## src/sv/rml_pkg.sv

```systemverilog
`default_nettype none
// ----------------------------------------------------------------------------
// rml_pkg: shared types and constants for the region majority label block
// Default sizes, action codes and the vote tracker control bundle.
// ----------------------------------------------------------------------------
package rml_pkg;

  localparam int RML_NUM_REGIONS = 256;
  localparam int RML_NUM_LABELS  = 256;
  localparam int RML_COUNT_BITS  = 20;

  localparam logic [7:0] RML_INVALID_RESET = 8'd255;

  localparam int RML_OUT_COUNT_BITS = 20;

  // input transaction kinds
  localparam logic ACT_PIXEL = 1'b0;
  localparam logic ACT_QUERY = 1'b1;

  // control from the sequencer to the vote tracker
  typedef struct packed {
    logic       init;        // start a new vote
    logic       step;        // offer one count to the compare unit
    logic [7:0] init_label;  // label reported when nothing beats zero
    logic [7:0] step_label;  // label of the offered count
  } rml_trk_ctl_t;

endpackage : rml_pkg
`default_nettype wire

```

## src/sv/rml_vote_tracker.sv

```systemverilog
`default_nettype none
// ----------------------------------------------------------------------------
// rml_vote_tracker: running maximum over one region's label counts
// Shared compare unit; a later label wins only on a strictly higher count.
// ----------------------------------------------------------------------------
module rml_vote_tracker
  import rml_pkg::*;
#(
  parameter int COUNT_BITS = RML_COUNT_BITS
) (
  input  wire logic                  clk,
  input  wire rml_trk_ctl_t          ctl,
  input  wire logic [COUNT_BITS-1:0] step_count,
  output logic      [7:0]            best_label,
  output logic      [COUNT_BITS-1:0] best_count
);

  logic [7:0]            best_label_r, best_label_nxt;
  logic [COUNT_BITS-1:0] best_count_r, best_count_nxt;

  always_comb begin
    best_label_nxt = best_label_r;
    best_count_nxt = best_count_r;
    if (ctl.init) begin
      best_label_nxt = ctl.init_label;
      best_count_nxt = '0;
    end else if (ctl.step && (step_count > best_count_r)) begin
      best_label_nxt = ctl.step_label;
      best_count_nxt = step_count;
    end
  end

  always_ff @(posedge clk) begin
    best_label_r <= best_label_nxt;
    best_count_r <= best_count_nxt;
  end

  assign best_label = best_label_r;
  assign best_count = best_count_r;

endmodule : rml_vote_tracker
`default_nettype wire

```

## config.mk

```make
export PLATFORM = sky130hd
export DESIGN_NAME = rml_vote_tracker
export DESIGN_NICKNAME = d
export VERILOG_FILES = /design/src/sv/rml_pkg.sv /design/src/sv/rml_vote_tracker.sv
export SDC_FILE = /design/constraint.sdc
export NUM_CORES = 1
export LEC_CHECK = 0
export ABC_CLOCK_PERIOD_IN_PS = 2150
export BUFFER_PORTS_ARGS = -buffer_cell sky130_fd_sc_hd__buf_2
export CORE_MARGIN = 4
export CORE_UTILIZATION = 48
export CTS_CLUSTER_DIAMETER = 200
export CTS_CLUSTER_SIZE = 8
export DETAILED_ROUTE_END_ITERATION = 7
export HOLD_SLACK_MARGIN = 0.06
export PLACE_DENSITY = 0.77
export SLEW_MARGIN = 20
export SYNTH_ARGS = -nofsm -noshare
export SYNTH_HDL_FRONTEND = slang
export SYNTH_SLANG_ARGS = --single-unit
```

## constraint.sdc

```tcl
create_clock -name clk -period 2.15 [get_ports clk]
set_clock_uncertainty 0.2 [all_clocks]
set_input_delay 0.43 -clock clk [delete_from_list [all_inputs] [get_ports clk]]
set_output_delay 0.43 -clock clk [all_outputs]
set_load 0.01 [all_outputs]
```

# == Word-level counts from Yosys, hierarchy flattened ==
# Index checks and enable logic that the tools add are counted.
# word_totals
ff_bits,28
latch_bits,0
ram_bits,0
rom_bits,0
inputBits,39
elab_cells,7
mem_count,0
# op_classes
addsub,0
mul,0
n_div,0
n_lt_le_gt_ge,1
eq_ne,0
shifts,0
muxes,2
bitwise,0
reduce_logical,2
# ops
op,n
$gt 20x20->1,1
$mux 8,2
$reduce_bool 2->1,1
$logic_and 1x1->1,1

# == Depth between registers and ports, before layout ==
# depth
depth_word,4
depth_mapped,8

# == Worst setup path before layout ==
# OpenSTA, ideal clock, no wires.
# synth_path
kind,register to register
from,reg best_count_r[19] (netlist: best_count[19])
to,reg best_label_r[0] (netlist: best_label[0]) (enable)
arrival_time_ns,1.757
path_slack_ns,-0.142
stages_incl_launch_ff,8
path_buffers,0
period_less_slack_ns,2.292
cell_sequence,dfxtp_1 > inv_1 > ha_1 > nand4_2 > nor4_4 > and2_2 > o41ai_1 > nand2b_1
# synth_between
elab_chain_len,3
# synth_rtl
element,line_no,source
from (decl),rml_vote_tracker.sv:19,"logic [COUNT_BITS-1:0] best_count_r, best_count_nxt;"
from (signal assigned),rml_vote_tracker.sv:35,best_count_r <= best_count_nxt;
$gt 20x20->1,rml_vote_tracker.sv:27,end else if (ctl.step && (step_count > best_count_r)) begin
$logic_and 1x1->1,rml_vote_tracker.sv:27,
$reduce_bool 2->1 (no source line),n/a,
to (signal assigned),rml_vote_tracker.sv:34,best_label_r <= best_label_nxt;
to (decl),rml_vote_tracker.sv:18,"logic [7:0] best_label_r, best_label_nxt;"
# Every way passes these cells.
# A chain may end at the register's enable or synchronous reset.

# == Worst setup path after layout ==
# layout_path
from,reg best_count_r[15] (netlist: best_count[15])
to,reg best_count_r[13] (netlist: best_count[13])
# layout_between
elab_chain_len,2
# layout_rtl
element,line_no
$gt 20x20->1,rml_vote_tracker.sv:27
$logic_and 1x1->1,rml_vote_tracker.sv:27
# Every way passes these cells.

==> impl_results.md <==
* Leakage power at 1.34 nW
* CP Class: register to register
* Area grow syn2layout at 42.5%
* Sequence of cells on the critical path: inv_2 -> ha_4 -> nand4_1 -> buf_6 -> nor4_4 -> buf_4 -> a21boi_4 -> buf_12 -> o311ai_1 -> o2111ai_1
* Max Buffers Root-to-Sink at 2
* Pin count of the biggest net entering global routing at 38
* Antenna diode count at 0
* Crit share post-route at 1.04
* Power, Total at 0.00185 W
* Register area at 659 um2
* Placed Instances at 426
* Max cap viols at 0
* Die ar. at 6100 um2
* HPWL Detailed at 4.85 mm
* First drt pass iteration count at 5
* PortBufs at 66
* Slew Limit Fails at 0
* Dpl cell area at 3110 um2
* Vias in the first global route at 2,376
* Max VDD drop at 345 uV
* Layout cells sized above 1 at 0.454
* Post-synth top area share at 0.170
* RSZ-0062 raised after global routing: true
* Avg Cell Area, Syn at 8.28 um2
* Initial antenna violation count at 0
* GRT Util Overall at 0.222
* Synth Cell Area at 2360 um2
* RePlAce Congestion at 0.789
* Die X at 78.1 um
* WL final at 7.14 mm
* FP Rows at 25
* Synth cell types at 32
* Violated checks: setup timing
* Top delay family on crit path: buffers and inverters
* Met3 wire len at 573 um
* Top FF cell, synth: dfxtp_1
* FFs w/ async S/R, synth at 0
* #FFs+latches synth at 28
* Register area share after synthesis at 0.272
* Post-CTS Hold Buffers at 0
* Worst Hold Class: input pin to register
* Multi-input gate area at 1780 um2
* Final setup viols at 28
* Clock-pin slew on the worst setup and hold paths at 100 ps
* WL met2 at 3.52 mm
* Top post-synthesis cells by area: dfxtp_1 17%, ha_1 11%, edfxtp_1 10%
* Final worst setup slack at -93.2 ps
* Worst Path Required at 2100 ps
* Final Cell Area at 3360 um2
* M1 WL at 2.89 mm
* CTS tree: yes
* CP Buf/Inv Count at 4
* Clk_lat worst skew at 280 ps
* Syn Nets at 344
* Fin cells at 433
* Count leader, synth: a21oi_1
* Vias per cell at 6.06
* Element type at the critical path end: register
* Max-slew headroom at 0.750
* Status: finished with violations
* GR Overflow Total at 0
* Synth Warn # at 0
* Starting Density at 0.496
* Leading area contributor after synthesis: dfxtp_1
* # IOs at 67
* Pwr Density at 551 nW/um2
* Nets at 426
* Max Fclk at 446 MHz
* Wire length per cell at 16.5 um
* Die Span Y at 78.1 um
* Startpoint type of the worst setup path: register
* Final ANT Viol Nets at 0
* Fillers at 371
* CP Max Fanout at 24
* CP max stage delay at 340 ps
* Mapped Cells at 285
* Worst slew pin tran at 371 ps
* Critical path's slowest cell: dfxtp_2
* DP Worst Slack at -265 ps
* Vias at 2,623
* Hold Fails Final Rpt at 0
* CTS sink cnt at 28
* Final min period at 2240 ps
* Max Used Layer: met4
* Post-synth EDFFs at 8
* First-pass GRT wire length at 11.2 mm
* Core ar. at 4750 um2
* Top cells by count, synth: 28 x a21oi_1, 23 x nand4_1, 22 x nand3_1
* CTS HTree Levels at 1
* WP data arrival at 2190 ps
* TritonCTS Buffers at 3
* Layout Utilization at 0.707
* DRT iter0 DRCs at 201
* Clock root buffer: clkbuf_8
* DRC viols at 0
stage by stage:
stage / hold WS [ps] / TNS (ps)
2_1_floorplan: 348 / -323
3_3_place_gp: 359 / -5070
3_5_place_dp: 366 / -6700
4_1_cts: 243 / -1990
5_1_grt: 251 / -3920
6_report: 243 / -1810
power breakdown:
group	switching (W)	total [W]	internal, W
clock network	0.000182	0.000432	0.000250
registers	0.0000327	0.000649	0.000616
logic	0.000415	0.000772	0.000356
placed cells by master, fill, tap and decap left out, drive strengths merged, types with 3 or more instances in the layout:
cell / count
a21oi: 28
buf: 106
clkbuf: 3
dfxtp: 20
edfxtp: 8
ha: 20
inv: 21
mux2: 8
nand2: 6
nand2b: 21
nand3: 22
nand4: 24
nor2: 5
nor2b: 19
o2111ai: 20
o21ai: 3
o311ai: 20
worst paths after layout:
check / cells past startpoint / start / to / slack (ps)
worst max-delay path: 10 / best_count[15]$_SDFFE_PP0P_ / best_count[13]$_SDFFE_PP0P_ / -90
worst min-delay path: 2 / ctl[10] / best_label[2]$_DFFE_PP_ / 240
worst max register to register: 10 / best_count[15]$_SDFFE_PP0P_ / best_count[13]$_SDFFE_PP0P_ / -90
worst min register to register: 2 / best_count[2]$_SDFFE_PP0P_ / best_count[2]$_SDFFE_PP0P_ / 370
sequential cells by signal, summed over array words and instances, names as in the netlist:
name / count
best_label: 8
best_count: 20
metal layers:
metal	vias to the layer above	GRT usage
met3	20	0.0310
met2	139	0.394
li1	1255	-
met5	-	0
met1	1209	0.279
met4	0	0.0647
what timing repair did:
item | 4_1_cts | 5_1_grt
cloned | 0 | 0
pin swaps | 4 | 5
setup buffers | 1 | 2
endpoints found under the setup margin | 28 | 28
resized for setup | 10 | 20
kinds of logic after synthesis:
kind of cell / count (synthesis) / share of synthesized area
and+or+nand+nor: 101 / 0.254
AOI/OAI and AO/OA: 78 / 0.240
buffers and inverters: 50 / 0.0907
DFF: 28 / 0.272
adders and majority gates: 20 / 0.106
muxes: 8 / 0.0382
layout make-up:
class / instances / area share
inverters: 21 / 0.0234
multi-input cells: 207 / 0.529
repair buffers: 106 / 0.205
flip-flops and latches: 28 / 0.196
clock inverters: 1 / 0.00893
clock buffers: 3 / 0.0123
well taps: 67 / 0.0249
worst reg2reg max path: stages, from the launching register on:
cell and delay, ps:
dfxtp_2 340, inv_2 40, ha_4 260, nand4_1 110
buf_6 150, nor4_4 330, buf_4 180, a21boi_4 80
buf_12 170, o311ai_1 90, o2111ai_1 160
Power figures use the tool's default switching activity.
